`src/eur_pkg.sv`:
```
// Shared constants, types and register codes for the ultrasonic echo ranger.
package eur_pkg;

  // Echo counter width and the largest number of samples averaged per run.
  localparam int ECHO_COUNT_BITS = 16;
  localparam int MAX_SAMPLES     = 8;

  // Widths that follow from the two above.
  localparam int SUM_W  = ECHO_COUNT_BITS + $clog2(MAX_SAMPLES);
  localparam int DVD_W  = SUM_W + 4;               // sum * 16
  localparam int DIV_W  = 12;                      // 8-bit cm scale times 4-bit count
  localparam int REM_W  = DIV_W + 1;
  localparam int STEP_W = $clog2(DVD_W + 1);
  localparam int EFF_W  = 5;                       // holds MAX_SAMPLES up to 31
  localparam int DIST_W = 20;
  localparam int WIDE_W = (DVD_W > DIST_W) ? DVD_W : DIST_W;

  localparam logic [ECHO_COUNT_BITS-1:0] ECHO_MAX = '1;
  localparam logic [DIST_W-1:0]          DIST_MAX = '1;
  localparam logic [3:0]                 SAMPLES_DONE_MAX = 4'd15;

  // Decoupling queue between sequencer and divider back end.
  localparam int QUEUE_DEPTH = 4;
  localparam int QPTR_W      = $clog2(QUEUE_DEPTH);

  // Configuration port.
  localparam int CFG_INDEX_W = 8;
  localparam int CFG_DATA_W  = 16;
  localparam logic [CFG_INDEX_W-1:0] CFG_TRIGGER_WIDTH = 8'd0;
  localparam logic [CFG_INDEX_W-1:0] CFG_US_PER_CM     = 8'd1;
  localparam logic [CFG_INDEX_W-1:0] CFG_SETTLE_GAP    = 8'd2;
  localparam logic [CFG_INDEX_W-1:0] CFG_SAMPLE_COUNT  = 8'd3;

  localparam logic [7:0]  TRIGGER_WIDTH_RESET = 8'd20;
  localparam logic [7:0]  US_PER_CM_RESET     = 8'd58;
  localparam logic [15:0] SETTLE_GAP_RESET    = 16'd50000;
  localparam logic [3:0]  SAMPLE_COUNT_RESET  = 4'd5;

  typedef struct packed {
    logic [7:0]  trigger_width_us;
    logic [7:0]  us_per_cm;
    logic [15:0] settle_gap_us;
    logic [3:0]  sample_count;
  } cfg_t;

  // One word per tick from front to back; sum and divisor only matter on done.
  typedef struct packed {
    logic             trigger_level;
    logic             busy;
    logic             done;
    logic             timeout;
    logic [SUM_W-1:0] sum;
    logic [DIV_W-1:0] divisor;
  } tick_rec_t;

endpackage

```
`src/ultrasonic_echo_ranger_top.sv`:
```
// Top level of the ultrasonic echo ranger: config registers, sequencer, queue, divider.
//
// Each input word is one microsecond tick (start request and sampled echo
// level); each tick yields exactly one result word giving the trigger pin
// level, busy, done, the last mean distance in sixteenths of a centimetre and
// the echo timeout flag.  A start in idle runs sample_count measurements
// (zero as one, capped at MAX_SAMPLES; trigger pulse, wait for echo, count echo
// ticks, settle gap); when the run ends the mean sum*16/(us_per_cm*samples) is
// stored, saturated at 2^20-1, and done is high on that tick.  An echo count
// saturates at its maximum and sets the timeout flag.  Rate: the sequencer takes
// a tick whenever the queue is not full; the word that closes a run goes through
// a restoring divider in the back end that produces one quotient bit per cycle,
// then waits for a free result register.  A four-word queue between sequencer
// and divider lets ticks keep entering meanwhile; the input side reports full
// only once that queue fills.  A held result does not stop the sequencer until
// the queue is full.  Configuration writes are always taken (ready is tied high)
// and belong in idle; an unknown index is ignored.
module ultrasonic_echo_ranger_top (
  input  logic                            clk,
  input  logic                            rst,
  input  logic                            push,
  output logic                            full,
  input  logic                            start_req,
  input  logic                            echo_level,
  output logic                            empty,
  input  logic                            pop,
  output logic                            trigger_level,
  output logic                            busy_res,
  output logic                            done_res,
  output logic [eur_pkg::DIST_W-1:0]      distance_sixteenths,
  output logic                            echo_timeout,
  input  logic                            cfg_valid,
  output logic                            cfg_ready,
  input  logic [eur_pkg::CFG_INDEX_W-1:0] cfg_index,
  input  logic [eur_pkg::CFG_DATA_W-1:0]  cfg_data
);

  eur_pkg::cfg_t      cfg;
  eur_pkg::tick_rec_t front_rec;
  eur_pkg::tick_rec_t q_data;
  logic               accept;
  logic               q_empty;
  logic               q_rd;

  assign cfg_ready = 1'b1;
  assign accept    = push && !full;

  // Register file; each write keeps the low bits its register holds.
  always_ff @(posedge clk) begin
    if (rst) begin
      cfg.trigger_width_us <= eur_pkg::TRIGGER_WIDTH_RESET;
      cfg.us_per_cm        <= eur_pkg::US_PER_CM_RESET;
      cfg.settle_gap_us    <= eur_pkg::SETTLE_GAP_RESET;
      cfg.sample_count     <= eur_pkg::SAMPLE_COUNT_RESET;
    end else if (cfg_valid && cfg_ready) begin
      case (cfg_index)
        eur_pkg::CFG_TRIGGER_WIDTH: cfg.trigger_width_us <= cfg_data[7:0];
        eur_pkg::CFG_US_PER_CM:     cfg.us_per_cm        <= cfg_data[7:0];
        eur_pkg::CFG_SETTLE_GAP:    cfg.settle_gap_us    <= cfg_data[15:0];
        eur_pkg::CFG_SAMPLE_COUNT:  cfg.sample_count     <= cfg_data[3:0];
        default: begin
        end
      endcase
    end
  end

  // Front: phase sequencing per tick, one word into the queue per tick.
  eur_front u_front (
    .clk        (clk),
    .rst        (rst),
    .cfg        (cfg),
    .accept     (accept),
    .start_req  (start_req),
    .echo_level (echo_level),
    .rec        (front_rec)
  );

  eur_queue u_queue (
    .clk     (clk),
    .rst     (rst),
    .wr      (accept),
    .wr_data (front_rec),
    .rd      (q_rd),
    .rd_data (q_data),
    .full    (full),
    .empty   (q_empty)
  );

  // Back: division on done words, result register towards the consumer.
  eur_back u_back (
    .clk                 (clk),
    .rst                 (rst),
    .q_empty             (q_empty),
    .q_data              (q_data),
    .q_rd                (q_rd),
    .empty               (empty),
    .pop                 (pop),
    .trigger_level       (trigger_level),
    .busy_res            (busy_res),
    .done_res            (done_res),
    .distance_sixteenths (distance_sixteenths),
    .echo_timeout        (echo_timeout)
  );

endmodule

```
`src/eur_front.sv`:
```
// Tick sequencer: trigger, echo wait, echo count and settle phases per sample.
module eur_front (
  input  logic              clk,
  input  logic              rst,
  input  eur_pkg::cfg_t     cfg,
  input  logic              accept,
  input  logic              start_req,
  input  logic              echo_level,
  output eur_pkg::tick_rec_t rec
);

  typedef enum logic [2:0] {
    PH_IDLE,
    PH_TRIG,
    PH_WAIT,
    PH_HIGH,
    PH_SETTLE
  } phase_t;

  phase_t                              phase, phase_next;
  logic [15:0]                         phase_ticks, phase_ticks_next;
  logic [15:0]                         ticks_inc;
  logic [eur_pkg::ECHO_COUNT_BITS-1:0] echo_ticks, echo_ticks_next;
  logic [eur_pkg::SUM_W-1:0]           echo_sum, echo_sum_next;
  logic [3:0]                          samples_done, samples_done_next;
  logic                                saturated_seen, saturated_seen_next;
  logic                                trig, done, end_sample;
  logic [eur_pkg::EFF_W-1:0]           eff_samples;
  logic [7:0]                          upc_eff;
  logic [3:0]                          sd_eff;

  assign ticks_inc = phase_ticks + 16'd1;

  always_comb begin
    if (cfg.sample_count == 4'd0) begin
      eff_samples = eur_pkg::EFF_W'(1);
    end else if (eur_pkg::EFF_W'(cfg.sample_count) > eur_pkg::EFF_W'(eur_pkg::MAX_SAMPLES)) begin
      eff_samples = eur_pkg::EFF_W'(eur_pkg::MAX_SAMPLES);
    end else begin
      eff_samples = eur_pkg::EFF_W'(cfg.sample_count);
    end
  end

  always_comb begin
    phase_next          = phase;
    phase_ticks_next    = phase_ticks;
    echo_ticks_next     = echo_ticks;
    echo_sum_next       = echo_sum;
    samples_done_next   = samples_done;
    saturated_seen_next = saturated_seen;
    trig                = 1'b0;
    done                = 1'b0;
    end_sample          = 1'b0;
    case (phase)
      PH_IDLE: begin
        if (start_req) begin
          phase_next          = PH_TRIG;
          phase_ticks_next    = '0;
          echo_ticks_next     = '0;
          echo_sum_next       = '0;
          samples_done_next   = '0;
          saturated_seen_next = 1'b0;
        end
      end
      PH_TRIG: begin
        trig = 1'b1;
        if (ticks_inc >= {8'd0, cfg.trigger_width_us}) begin
          phase_next       = PH_WAIT;
          phase_ticks_next = '0;
        end else begin
          phase_ticks_next = ticks_inc;
        end
      end
      PH_WAIT: begin
        if (echo_level) begin
          echo_ticks_next = eur_pkg::ECHO_COUNT_BITS'(1);
          phase_next      = PH_HIGH;
        end
      end
      PH_HIGH: begin
        if (echo_level) begin
          if (echo_ticks == eur_pkg::ECHO_MAX) begin
            saturated_seen_next = 1'b1;
          end else begin
            echo_ticks_next = echo_ticks + eur_pkg::ECHO_COUNT_BITS'(1);
          end
        end else begin
          echo_sum_next   = echo_sum + eur_pkg::SUM_W'(echo_ticks);
          echo_ticks_next = '0;
          if (samples_done != eur_pkg::SAMPLES_DONE_MAX) begin
            samples_done_next = samples_done + 4'd1;
          end
          if (cfg.settle_gap_us == 16'd0) begin
            end_sample = 1'b1;
          end else begin
            phase_next       = PH_SETTLE;
            phase_ticks_next = '0;
          end
        end
      end
      PH_SETTLE: begin
        phase_ticks_next = ticks_inc;
        if (ticks_inc >= cfg.settle_gap_us) begin
          end_sample = 1'b1;
        end
      end
      default: begin
        phase_next = PH_IDLE;
      end
    endcase
    if (end_sample) begin
      phase_ticks_next = '0;
      if (eur_pkg::EFF_W'(samples_done_next) >= eff_samples) begin
        done       = 1'b1;
        phase_next = PH_IDLE;
      end else begin
        phase_next = PH_TRIG;
      end
    end
  end

  // Divisor for the mean; zero scale or count stands for one.
  assign upc_eff = (cfg.us_per_cm == 8'd0) ? 8'd1 : cfg.us_per_cm;
  assign sd_eff  = (samples_done_next == 4'd0) ? 4'd1 : samples_done_next;

  always_comb begin
    rec.trigger_level = trig;
    rec.busy          = (phase_next != PH_IDLE);
    rec.done          = done;
    rec.timeout       = saturated_seen_next;
    rec.sum           = echo_sum_next;
    rec.divisor       = eur_pkg::DIV_W'(upc_eff) * eur_pkg::DIV_W'(sd_eff);
  end

  always_ff @(posedge clk) begin
    if (rst) begin
      phase          <= PH_IDLE;
      phase_ticks    <= '0;
      echo_ticks     <= '0;
      echo_sum       <= '0;
      samples_done   <= '0;
      saturated_seen <= 1'b0;
    end else if (accept) begin
      phase          <= phase_next;
      phase_ticks    <= phase_ticks_next;
      echo_ticks     <= echo_ticks_next;
      echo_sum       <= echo_sum_next;
      samples_done   <= samples_done_next;
      saturated_seen <= saturated_seen_next;
    end
  end

endmodule

```
`src/eur_queue.sv`:
```
// Small register FIFO of tick words between sequencer and back end.
module eur_queue (
  input  logic                clk,
  input  logic                rst,
  input  logic                wr,
  input  eur_pkg::tick_rec_t  wr_data,
  input  logic                rd,
  output eur_pkg::tick_rec_t  rd_data,
  output logic                full,
  output logic                empty
);

  eur_pkg::tick_rec_t         slots [eur_pkg::QUEUE_DEPTH];
  logic [eur_pkg::QPTR_W-1:0] wr_ptr, rd_ptr;
  logic [eur_pkg::QPTR_W:0]   count;

  assign full    = (count == (eur_pkg::QPTR_W + 1)'(eur_pkg::QUEUE_DEPTH));
  assign empty   = (count == '0);
  assign rd_data = slots[rd_ptr];

  always_ff @(posedge clk) begin
    if (wr) begin
      slots[wr_ptr] <= wr_data;
    end
  end

  always_ff @(posedge clk) begin
    if (rst) begin
      wr_ptr <= '0;
      rd_ptr <= '0;
      count  <= '0;
    end else begin
      if (wr) begin
        wr_ptr <= wr_ptr + eur_pkg::QPTR_W'(1);
      end
      if (rd) begin
        rd_ptr <= rd_ptr + eur_pkg::QPTR_W'(1);
      end
      if (wr && !rd) begin
        count <= count + (eur_pkg::QPTR_W + 1)'(1);
      end else if (rd && !wr) begin
        count <= count - (eur_pkg::QPTR_W + 1)'(1);
      end
    end
  end

endmodule

```
`src/eur_back.sv`:
```
// Back end: restoring divider for the mean distance and the result register.
module eur_back (
  input  logic                       clk,
  input  logic                       rst,
  input  logic                       q_empty,
  input  eur_pkg::tick_rec_t         q_data,
  output logic                       q_rd,
  output logic                       empty,
  input  logic                       pop,
  output logic                       trigger_level,
  output logic                       busy_res,
  output logic                       done_res,
  output logic [eur_pkg::DIST_W-1:0] distance_sixteenths,
  output logic                       echo_timeout
);

  typedef enum logic {
    B_IDLE,
    B_DIV
  } bstate_t;

  bstate_t                     state;
  logic                        out_valid;
  logic                        slot_free;
  logic                        load_plain;
  logic [eur_pkg::DIST_W-1:0]  last_distance;
  eur_pkg::tick_rec_t          held;
  logic [eur_pkg::DVD_W-1:0]   quo;
  logic [eur_pkg::REM_W-1:0]   rem;
  logic [eur_pkg::REM_W-1:0]   rem_sh;
  logic                        fits;
  logic [eur_pkg::STEP_W-1:0]  steps;
  logic [eur_pkg::WIDE_W-1:0]  quo_wide;
  logic [eur_pkg::DIST_W-1:0]  dist_sat;
  logic                        finish;

  assign slot_free  = !out_valid || pop;
  assign empty      = !out_valid;
  assign q_rd       = (state == B_IDLE) && !q_empty && slot_free;
  assign load_plain = q_rd && !q_data.done;
  assign finish     = (state == B_DIV) && (steps == '0) && slot_free;

  // One quotient bit per cycle.
  assign rem_sh = {rem[eur_pkg::REM_W-2:0], quo[eur_pkg::DVD_W-1]};
  assign fits   = (rem_sh >= {1'b0, held.divisor});

  assign quo_wide = eur_pkg::WIDE_W'(quo);
  assign dist_sat = (quo_wide > eur_pkg::WIDE_W'(eur_pkg::DIST_MAX)) ?
                    eur_pkg::DIST_MAX : eur_pkg::DIST_W'(quo_wide);

  // Result register occupancy: filled by a plain word or a finished division.
  always_ff @(posedge clk) begin
    if (rst) begin
      out_valid <= 1'b0;
    end else if (load_plain || finish) begin
      out_valid <= 1'b1;
    end else if (pop) begin
      out_valid <= 1'b0;
    end
  end

  always_ff @(posedge clk) begin
    if (rst) begin
      state         <= B_IDLE;
      last_distance <= '0;
    end else begin
      case (state)
        B_IDLE: begin
          if (q_rd) begin
            if (q_data.done) begin
              held  <= q_data;
              quo   <= {q_data.sum, 4'd0};
              rem   <= '0;
              steps <= eur_pkg::STEP_W'(eur_pkg::DVD_W);
              state <= B_DIV;
            end else begin
              trigger_level       <= q_data.trigger_level;
              busy_res            <= q_data.busy;
              done_res            <= 1'b0;
              echo_timeout        <= q_data.timeout;
              distance_sixteenths <= last_distance;
            end
          end
        end
        B_DIV: begin
          if (steps != '0) begin
            rem   <= fits ? (rem_sh - {1'b0, held.divisor}) : rem_sh;
            quo   <= {quo[eur_pkg::DVD_W-2:0], fits};
            steps <= steps - eur_pkg::STEP_W'(1);
          end else if (finish) begin
            last_distance       <= dist_sat;
            trigger_level       <= held.trigger_level;
            busy_res            <= held.busy;
            done_res            <= 1'b1;
            echo_timeout        <= held.timeout;
            distance_sixteenths <= dist_sat;
            state               <= B_IDLE;
          end
        end
        default: begin
          state <= B_IDLE;
        end
      endcase
    end
  end

endmodule

```
`config.mk`:
```
export PLATFORM = sky130hd
export DESIGN_NAME = ultrasonic_echo_ranger_top
export DESIGN_NICKNAME = d
export VERILOG_FILES = /design/src/eur_pkg.sv /design/src/ultrasonic_echo_ranger_top.sv /design/src/eur_front.sv /design/src/eur_queue.sv /design/src/eur_back.sv
export SDC_FILE = /design/constraint.sdc
export NUM_CORES = 1
export LEC_CHECK = 0
export BUFFER_PORTS_ARGS = -buffer_cell sky130_fd_sc_hd__buf_2
export CORE_MARGIN = 2
export CORE_UTILIZATION = 56
export DETAILED_ROUTE_END_ITERATION = 6
export PLACE_DENSITY = 0.77
export SYNTH_ARGS = -nofsm -noshare
export SYNTH_HDL_FRONTEND = slang
export SYNTH_SLANG_ARGS = --single-unit
```
`constraint.sdc`:
```
create_clock -name clk -period 5.1 [get_ports clk]
set_clock_uncertainty 0.2 [all_clocks]
set_input_delay 0.765 -clock clk [delete_from_list [all_inputs] [get_ports clk]]
set_output_delay 0.765 -clock clk [all_outputs]
set_load 0.05 [all_outputs]
```
==> metrics.yaml, run 1 <==
synth.top_cell.area_share_pct: 38.5
vias: 11752
drv_slew: 0
cp_top_family: "compound AO/OA/AOI/OAI gates"
period_needed_ps: 4780
cts_setup_buffers: 0
cp.required_ps: 5310
tritoncts: "yes"
grt_pass1_wl_mm: 57.5
cp-start-kind: "register"
syn2layout_area_growth_pct: 12.6
r2r_start: "u_front.samples_done[0]"
fp.dieW_um: 179
viasPerCell: 5.76
async_flop_share_pct: 0
ys_seq_area_share_pct: 53.2
crit_slowest_cell: "fa_1"
fmax_ghz: 0.209
h-tree-depth: 2
holdPathEnd: "cfg[13]"
drive_above_1_share_pct: 13.5
arrival_ps: 4990
ys_top_cells_by_area: "edfxtp_1 (38%), dfxtp_1 (15%), ha_1 (6.0%)"
final_nets: 1747
powerDensity_nw_per_um2: 434
drt_iter0_markers: 960
peakVddDrop_mv: 0.260
root_buffer: "clkbuf_16"
synth_seq_cells: 345
setup_viol: 0
ant_nets: 0
worstRegToRegCells: 18
start_util_pct: 57.2
antennaDiodeCount: 0
hp-start: "cfg_data[9]"
chipHeight_um: 179
insertion_delay_ps: 540
crit_path_cell_trace: "ha_1 -> a31oi_1 -> a41oi_1 -> o21ai_0 -> o21ai_1 -> buf_4 -> nand2_1 -> fa_1 -> inv_1 -> fa_1 -> ha_1 -> a21o_1 -> a21oi_1 -> o21bai_1 -> a21oi_1 -> o21ai_0 -> o311ai_0 -> buf_4"
syn_area_per_cell_sq_um: 11.0
drc_errors: 0
regToRegEndpoint: "u_queue.slots[0][11]"
slew_headroom_pct: 21.9
utilization_pct: 64.4
yosys.cell_count.top_type: "edfxtp_1"
wl_per_cell_um: 17.1
synthesis.area_sq_um: 17100
cts.path.max_buffers: 3
cpPeakStageDelay_ps: 540
grt_pass1_vias: 11423
cp_num_buf_inv: 3
design.core.area_sq_um: 29900
end_kind: "register"
outcome: "finished clean"
worstPathMaxFanout: 7
hp-class: "input pin to register"
grt-ovfl-total: 0
finalHoldViolCount: 0
critical_path_class: "register to register"
die-area_sq_um: 31900
antenna_found_initial: 0
yosysWarnings: 0
hold_path_depth: 3
cts_resized: 0
place_congestion: 0.883
synth_enable_flop_cells: 219
cts_made_buffers: 38
cts_hold_buffers: 0
leakagePower_nw: 7.43
fin_tns_setup_ps: 0
synthTopCellsByCount: "edfxtp_1 (219), nand2_1 (200), nor2_1 (163)"
grt_max_degree: 66
port_buffers: 56
dr.pass1.iters: 5
syn_inst: 1560
synth_top_cell_by_area: "edfxtp_1"
n_fill_cell: 2265
clk_pin_slew_ps: 60
synth_flop_cell: "edfxtp_1"
cap_violations: 0
min_period_over_period_pct: 93.7
r2r_setup_slack_ps: 320
wirelength_mm: 34.8
rsz0062_at_grt: "no"
ys_types: 85
numClockSinks: 345
num_rows: 63
critPathLaunch: "u_front.samples_done[0]"
grt_use_total_pct: 22.5
io_pins: 58
detailed_place_hpwl_mm: 23.2
tightestPinTransition_ps: 1170
syn_nets: 1688
==> where the power goes <==
group | internal (mW) | leakage [nW] | total (mW) | switching [mW]
clock | 1.87 | 0.695 | 3.03 | 1.16
combinational | 0.634 | 3.68 | 1.76 | 1.13
sequential | 3.41 | 3.05 | 3.55 | 0.138
total | 5.92 | 7.43 | 8.35 | 2.43
==> cells by family (layout without fill, tap and decap cells) <==
group                      after synthesis  after routing  synth area share (%)
AOI/OAI and AO/OA                      296            296                  11.6
xor gates and xnor gates                56             56                  2.87
adders and majority gates               97             97                  7.76
buffers and inverters                  162            251                  3.74
DFF                                    345            345                  53.2
muxes                                   62             62                  6.20
other                                    1              1                0.0219
and+or+nand+nor                        541            541                  14.6
==> layout by cell type, fill, tap and decap left out, types with 36 or more instances in the layout <==
cell type / count
ha_1: 82
and2_1: 36
a21oi_1: 91
nand2_1: 200
o21ai_0: 50
clkbuf_16: 38
dfxtp_1: 122
inv_1: 93
nor2_1: 161
buf_2: 55
edfxtp_1: 219
==> registers in the layout (all words and copies together) (netlist names), 2 cells and up, named ones only <==
register / flops
u_back.held: 15
u_queue.wr_ptr: 2
u_back.distance_sixteenths: 20
u_queue.rd_ptr: 2
u_queue.slots: 140
u_front.echo_ticks: 16
u_front.phase: 3
u_queue.count: 3
u_front.echo_sum: 19
u_back.rem: 12
u_back.steps: 5
u_back.last_distance: 20
u_front.phase_ticks: 16
u_front.samples_done: 4
cfg: 36
u_back.quo: 23
==> metrics by stage <==
stage / power, mW / worst slack, ps / std cells / area [sq um] / hold slack [ps]
after detailed placement: 5.35 / 27.3 / 1969 / 17800 / 269
after floorplan: 4.93 / 36.1 / 1560 / 17100 / 245
after global placement: 5.28 / 102 / 1969 / 17800 / 261
after CTS: 8.41 / 222 / 2039 / 19200 / 223
final: 8.35 / 324 / 2039 / 19200 / 243
after global routing: 8.72 / 9.06 / 2039 / 19200 / 253
==> metal layers <==
layer | global-route usage (%) | share of wire [%]
met5 | 0 | 0
met4 | 6.67 | 1.9
met3 | 2.78 | 4.9
met2 | 38.3 | 49
met1 | 30.4 | 44
==> worst register-to-register path: stages, from the launching register on <==
cell	delay [ps]
dfxtp_1	460
ha_1	250
a31oi_1	120
a41oi_1	250
o21ai_0	110
o21ai_1	180
buf_4	190
nand2_1	80
fa_1	540
inv_1	60
fa_1	500
ha_1	310
a21o_1	170
a21oi_1	200
o21bai_1	100
a21oi_1	190
o21ai_0	200
o311ai_0	390
buf_4	190
==> worst max path at each step <==
| stage | to | slack [ps] | cells after the start |
|---|---|---|---|
| after floorplan | u_queue.slots[0][11] | 40 | 16 |
| after global placement | u_queue.slots[0][11] | 100 | 18 |
| after detailed placement | u_queue.slots[0][11] | 30 | 18 |
| after CTS | u_queue.slots[0][11] | 220 | 18 |
| after global routing | u_queue.slots[3][11] | 9 | 18 |
| final | u_queue.slots[0][11] | 320 | 18 |
==> final cells by class <==
type                            instances  area [sq um]  share of cell area (%)
Sequential cell                       345          9100                    47.3
Inverter                               95           357                    1.85
Clock buffer                           45          1030                    5.34
Clock inverter                         25           392                    2.03
Timing Repair Buffer                   86           508                    2.64
Multi-Input combinational cell       1053          7370                    38.3
Tap cell                              390           488                    2.54
Power figures use the tool's default switching activity.
==> inputs of run 2 (changes only) <==
--- a/config.mk
+++ b/config.mk
@@ -10,6 +10,7 @@
 export CORE_UTILIZATION = 56
 export DETAILED_ROUTE_END_ITERATION = 6
 export PLACE_DENSITY = 0.77
+export RECOVER_POWER = 100
 export SYNTH_ARGS = -nofsm -noshare
 export SYNTH_HDL_FRONTEND = slang
 export SYNTH_SLANG_ARGS = --single-unit
==> metrics.yaml, run 2 (synthesis results as in run 1) <==
grt_max_degree: 66  # unchanged
tightestPinTransition_ps: 2160  # +990 ps
violations: "max-capacitance violations, max-slew violations"
rsz0062_at_grt: "no"
dr.pass1.iters: 6  # +1
final_nets: 1747  # unchanged
critPathLaunch: "u_front.samples_done[0]"
detailed_place_hpwl_mm: 23.2  # unchanged
utilization_pct: 63.9  # -0.52 points
peakVddDrop_mv: 0.260  # about the same
grt-ovfl-total: 0  # unchanged
n_fill_cell: 2296  # +1.4%
cts_hold_buffers: 0  # unchanged
place_congestion: 0.883  # unchanged
clk_pin_slew_ps: 60  # about the same
worstRegToRegCells: 18  # unchanged
port_buffers: 56  # unchanged
grt_use_total_pct: 22.5  # unchanged
insertion_delay_ps: 540  # about the same
hp-class: "input pin to register"
final_common_cell: "edfxtp_1"
cts_setup_buffers: 0  # unchanged
wirelength_mm: 34.7  # -0.35%
cts.path.max_buffers: 3  # unchanged
design.core.area_sq_um: 29900  # unchanged
io_pins: 58  # unchanged
drive_above_1_share_pct: 10.7  # -2.8 points
min_period_over_period_pct: 92.7  # -0.97 points
drc_errors: 0  # unchanged
leakagePower_nw: 7.30  # -1.7%
cp-start-kind: "register"
top_regs: "u_queue.slots x140, cfg x36, u_back.quo x23"
cp-endpoint: "u_queue.slots[3][11]"
tritoncts: "yes"
worstPathMaxFanout: 7  # unchanged
antenna_found_initial: 0  # unchanged
cap_violations: 2  # +2
ant_nets: 0  # unchanged
antennaDiodeCount: 0  # unchanged
start_util_pct: 57.2  # unchanged
cts_made_buffers: 38  # unchanged
r2r_start: "u_front.samples_done[0]"
hp-start: "cfg_data[9]"
die-area_sq_um: 31900  # unchanged
fp.dieW_um: 179  # unchanged
drv_slew: 79  # +79
grt_pass1_vias: 11423  # unchanged
num_rows: 63  # unchanged
viasPerCell: 5.78  # +0.24%
wl_per_cell_um: 17.0  # -0.35%
end_kind: "register"
powerDensity_nw_per_um2: 436  # +0.52%
arrival_ps: 4940  # -50 ps
slew_headroom_pct: -43.8  # -66 points
syn2layout_area_growth_pct: 11.7
finalHoldViolCount: 0  # unchanged
numClockSinks: 345  # unchanged
chipHeight_um: 179  # unchanged
fin_tns_setup_ps: 0  # unchanged
grt_pass1_wl_mm: 57.5  # unchanged
root_buffer: "clkbuf_16"
drt_iter0_markers: 959  # -0.10%
period_needed_ps: 4730  # -49.6 ps
regMostFlops: "u_queue.slots"
largest_reg_flops: 140  # unchanged
r2r_setup_slack_ps: 370  # +50 ps
layout_common_cells: "edfxtp_1 (219), nand2_1 (200), nor2_1 (162)"
h-tree-depth: 2  # unchanged
fmax_ghz: 0.212  # +1.0%
vias: 11780  # +0.24%
regToRegEndpoint: "u_queue.slots[3][11]"
outcome: "finished with violations"
setup_viol: 0  # unchanged
critical_path_class: "register to register"
cp.required_ps: 5310  # about the same
run 2: changes by cell type in the layout (fill, tap and decap cells not counted), sizes merged:
cell / previous run / this run
clkbuf: 45 / 84
buf: 86 / 47
run 2: how the worst min path moves through the flow:
stage	end	slack, ps	cells after the start
4_1_cts	cfg[13]	220	3
2_1_floorplan	cfg[0]	250	2
3_3_place_gp	cfg[14]	260	2
6_report	cfg[13]	240	3
5_1_grt	cfg[12]	250	3
3_5_place_dp	cfg[16]	270	2
run 2: power by group:
group	internal [mW]	total (mW)	leakage, nW	switching, mW
sequential	3.42	3.56	3.05	0.138
clock	1.87	3.03	0.695	1.16
combinational	0.615	1.74	3.55	1.12
total	5.91	8.32	7.30	2.42
run 2: per-layer routing:
metal,vias up,wire [um],global-route usage (%)
met5,-,0,0
met4,0,656,6.67
met3,51,1780,2.78
met2,285,17000,38.3
met1,5694,15300,30.4
li1,5750,-,-
run 2: timing repair:
item                       CTS  global route
setup endpoints to repair    0            12
hold endpoints to repair     0             0
gates resized for setup      0             2
run 2: critical path: stages, from the launching register on:
cell and delay, ps:
dfxtp_1 450, ha_1 240, a31oi_1 120, a41oi_1 250, o21ai_0 110, o21ai_1 180, buf_4 180, nand2_1 70
fa_1 540, inv_1 50, fa_1 500, ha_1 310, a21o_1 170, a21oi_1 190, o21bai_1 90, a21oi_1 180
o21ai_0 190, o311ai_0 390, buf_4 200
run 2: per-stage QoR:
stage / total power [mW] / worst slack (ps) / cells / hold slack (ps) / cell area (sq um)
final: 8.32 / 373 / 2039 / 242 / 19100
after global placement: 5.28 / 102 / 1969 / 261 / 17800
after detailed placement: 5.35 / 27.3 / 1969 / 269 / 17800
after CTS: 8.41 / 222 / 2039 / 223 / 19200
after global routing: 8.70 / 20.8 / 2039 / 253 / 19100
after floorplan: 4.93 / 36.1 / 1560 / 245 / 17100
run 2: cell type report:
| class | count | area, sq um | area share [%] |
|---|---|---|---|
| Sequential cell | 345 | 9100 | 47.7 |
| Multi-Input combinational cell | 1053 | 7290 | 38.2 |
| Clock buffer | 45 | 1030 | 5.38 |
| Tap cell | 390 | 488 | 2.56 |
| Timing Repair Buffer | 86 | 437 | 2.29 |
| Clock inverter | 25 | 392 | 2.05 |
| Inverter | 95 | 357 | 1.87 |
==> inputs of run 3 (changes only) <==
--- a/config.mk
+++ b/config.mk
@@ -7,9 +7,9 @@
 export LEC_CHECK = 0
 export BUFFER_PORTS_ARGS = -buffer_cell sky130_fd_sc_hd__buf_2
 export CORE_MARGIN = 2
-export CORE_UTILIZATION = 56
+export CORE_UTILIZATION = 43
 export DETAILED_ROUTE_END_ITERATION = 6
-export PLACE_DENSITY = 0.77
+export PLACE_DENSITY = 0.62
 export RECOVER_POWER = 100
 export SYNTH_ARGS = -nofsm -noshare
 export SYNTH_HDL_FRONTEND = slang
==> metrics.yaml, run 3 (synthesis results as in run 1) <==
drt_iter0_markers: 639  # -33%
grt_use_total_pct: 17.2  # -5.3 points
wl_per_cell_um: 15.9  # -6.8%
drv_slew: 115  # +46%
port_buffers: 56  # unchanged
tightestPinTransition_ps: 2190  # +36.5 ps
cp_top_family: "compound AO/OA/AOI/OAI gates"
end_kind: "register"
slew_headroom_pct: -46.2  # -2.4 points
crit_slowest_cell: "fa_1"
switchingPower_mw: 2.35  # -2.9%
syn2layout_area_growth_pct: 12.0
pwr-share-seq_pct: 44.3  # +1.6 points
wirelength_mm: 34.5  # -0.41%
grt_max_degree: 66  # unchanged
insertion_delay_ps: 560  # +20 ps
dr.pass1.iters: 6  # unchanged
chipHeight_um: 203  # +14%
violations: "max-capacitance violations, max-slew violations"
busiest_layer: "met2"
viasPerCell: 5.34  # -7.5%
cap_violations: 3  # +1
num_rows: 73  # +16%
outcome: "finished with violations"
crit_path_cell_trace: "ha_1 -> a31oi_1 -> a41oi_1 -> o21ai_0 -> o21ai_1 -> buf_4 -> nand2_1 -> fa_1 -> inv_1 -> fa_1 -> ha_1 -> a21o_1 -> a21oi_1 -> o21bai_1 -> a21oi_1 -> o21ai_0 -> o311ai_0 -> buf_4"
fp.dieW_um: 203  # +14%
setup_viol: 0  # unchanged
drc_errors: 0  # unchanged
die-area_sq_um: 41400  # +30%
tritoncts: "yes"
final_nets: 1751  # +0.23%
largest_reg_flops: 140  # unchanged
cts_made_buffers: 39  # +2.6%
cpPeakStageDelay_ps: 550  # about the same
fin_tns_setup_ps: 0  # unchanged
grt-ovfl-total: 0  # unchanged
cp.required_ps: 5310  # about the same
peakVddDrop_mv: 0.218  # -16%
met1_usage_pct: 23.4  # -7.0 points
io_pins: 58  # unchanged
power.switching_fraction_pct: 29.4  # +0.36 points
leakagePower_nw: 7.23  # -0.89%
vias: 11639  # -1.2%
cts_setup_buffers: 0  # unchanged
p_clk_share_pct: 33.9  # -2.5 points
final_common_cell: "edfxtp_1"
cp_num_buf_inv: 3  # unchanged
top_regs: "u_queue.slots x140, cfg x36, u_back.quo x23"
met3_usage_pct: 3.40  # +0.63 points
internal_power_mw: 5.64  # -4.6%
rsz0062_at_grt: "no"
detailed_place_hpwl_mm: 23.4  # +0.67%
layout_common_cells: "edfxtp_1 (219), nand2_1 (200), nor2_1 (162)"
numClockSinks: 345  # unchanged
total_power_mw: 7.98  # -4.1%
worstPathMaxFanout: 7  # unchanged
hp-class: "input pin to register"
fmax_ghz: 0.210  # -0.68%
dp_slack_ps: -96.1  # -123 ps
design.core.area_sq_um: 39500  # +32%
h-tree-depth: 2  # unchanged
use_met2_pct: 27.7  # -11 points
drive_above_1_share_pct: 10.4  # -0.33 points
comb_power_share_pct: 21.8  # +0.9 points
period_needed_ps: 4760  # +32.2 ps
arrival_ps: 4970  # +30 ps
ant_nets: 0  # unchanged
cts_resized: 0  # unchanged
finalHoldViolCount: 0  # unchanged
critical_path_class: "register to register"
cp-start-kind: "register"
start_util_pct: 43.3  # -14 points
antenna_found_initial: 2  # +2
powerDensity_nw_per_um2: 417  # -4.3%
cts.path.max_buffers: 3  # unchanged
clk_pin_slew_ps: 60  # about the same
min_period_over_period_pct: 93.3  # +0.63 points
grt_pass1_vias: 11319  # -0.91%
setup_slack_ps: 341  # -32.2 ps
cts_hold_buffers: 0  # unchanged
grt_pass1_wl_mm: 57.8  # +0.56%
place_congestion: 0.836  # -5.4%
regMostFlops: "u_queue.slots"
root_buffer: "clkbuf_16"
[run 3: cell type report]
| type | count | area [sq um] |
|---|---|---|
| Sequential cell | 345 | 9100 |
| Inverter | 95 | 357 |
| Multi-Input combinational cell | 1053 | 7320 |
| Fill cell | 3598 | 20300 |
| Tap cell | 525 | 657 |
| Clock buffer | 50 | 1080 |
| Antenna cell | 1 | 2.50 |
| Timing Repair Buffer | 89 | 450 |
| Clock inverter | 21 | 173 |
[run 3: path summary, 6_finish.rpt]
check	depth (start not counted)	endpoint	from	slack, ps
min	3	cfg[12]	cfg_data[8]	240
max reg2reg	18	u_queue.slots[1][11]	u_front.samples_done[0]	340
min reg2reg	2	cfg[14]	cfg[14]	280
max	18	u_queue.slots[1][11]	u_front.samples_done[0]	340
[run 3: through the flow]
stage | cells | hold slack (ps) | util (%) | instance area, sq um
2_1_floorplan | 1560 | 245 | - | 17100
3_3_place_gp | 2107 | 263 | 45.7 | 18000
3_5_place_dp | 2107 | 267 | 45.7 | 18000
4_1_cts | 2178 | 217 | 48.8 | 19300
5_1_grt | 2179 | 245 | 48.5 | 19100
6_report | 2179 | 243 | 48.5 | 19100
[run 3: power by group through the flow]
stage	clock network (mW)	logic [mW]	registers, mW
4_1_cts	2.79	1.78	3.53
3_5_place_dp	0	1.77	3.59
6_report	2.71	1.74	3.54
3_3_place_gp	0	1.74	3.58
5_1_grt	2.91	1.94	3.57
2_1_floorplan	0	1.20	3.72
[run 3: per-layer routing]
metal | up-vias | routed length, um
met5 | - | 7
met4 | 2 | 824
met3 | 60 | 1720
met2 | 233 | 15700
met1 | 5581 | 16300
li1 | 5763 | -
[run 3: tightest hold or removal path: cells and delay by family]
kind | cells | cell delay [ps]
buffers and inverters | 1 | 70
AO/OA/AOI/OAI | 1 | 70
AND/OR/NAND/NOR | 1 | 40
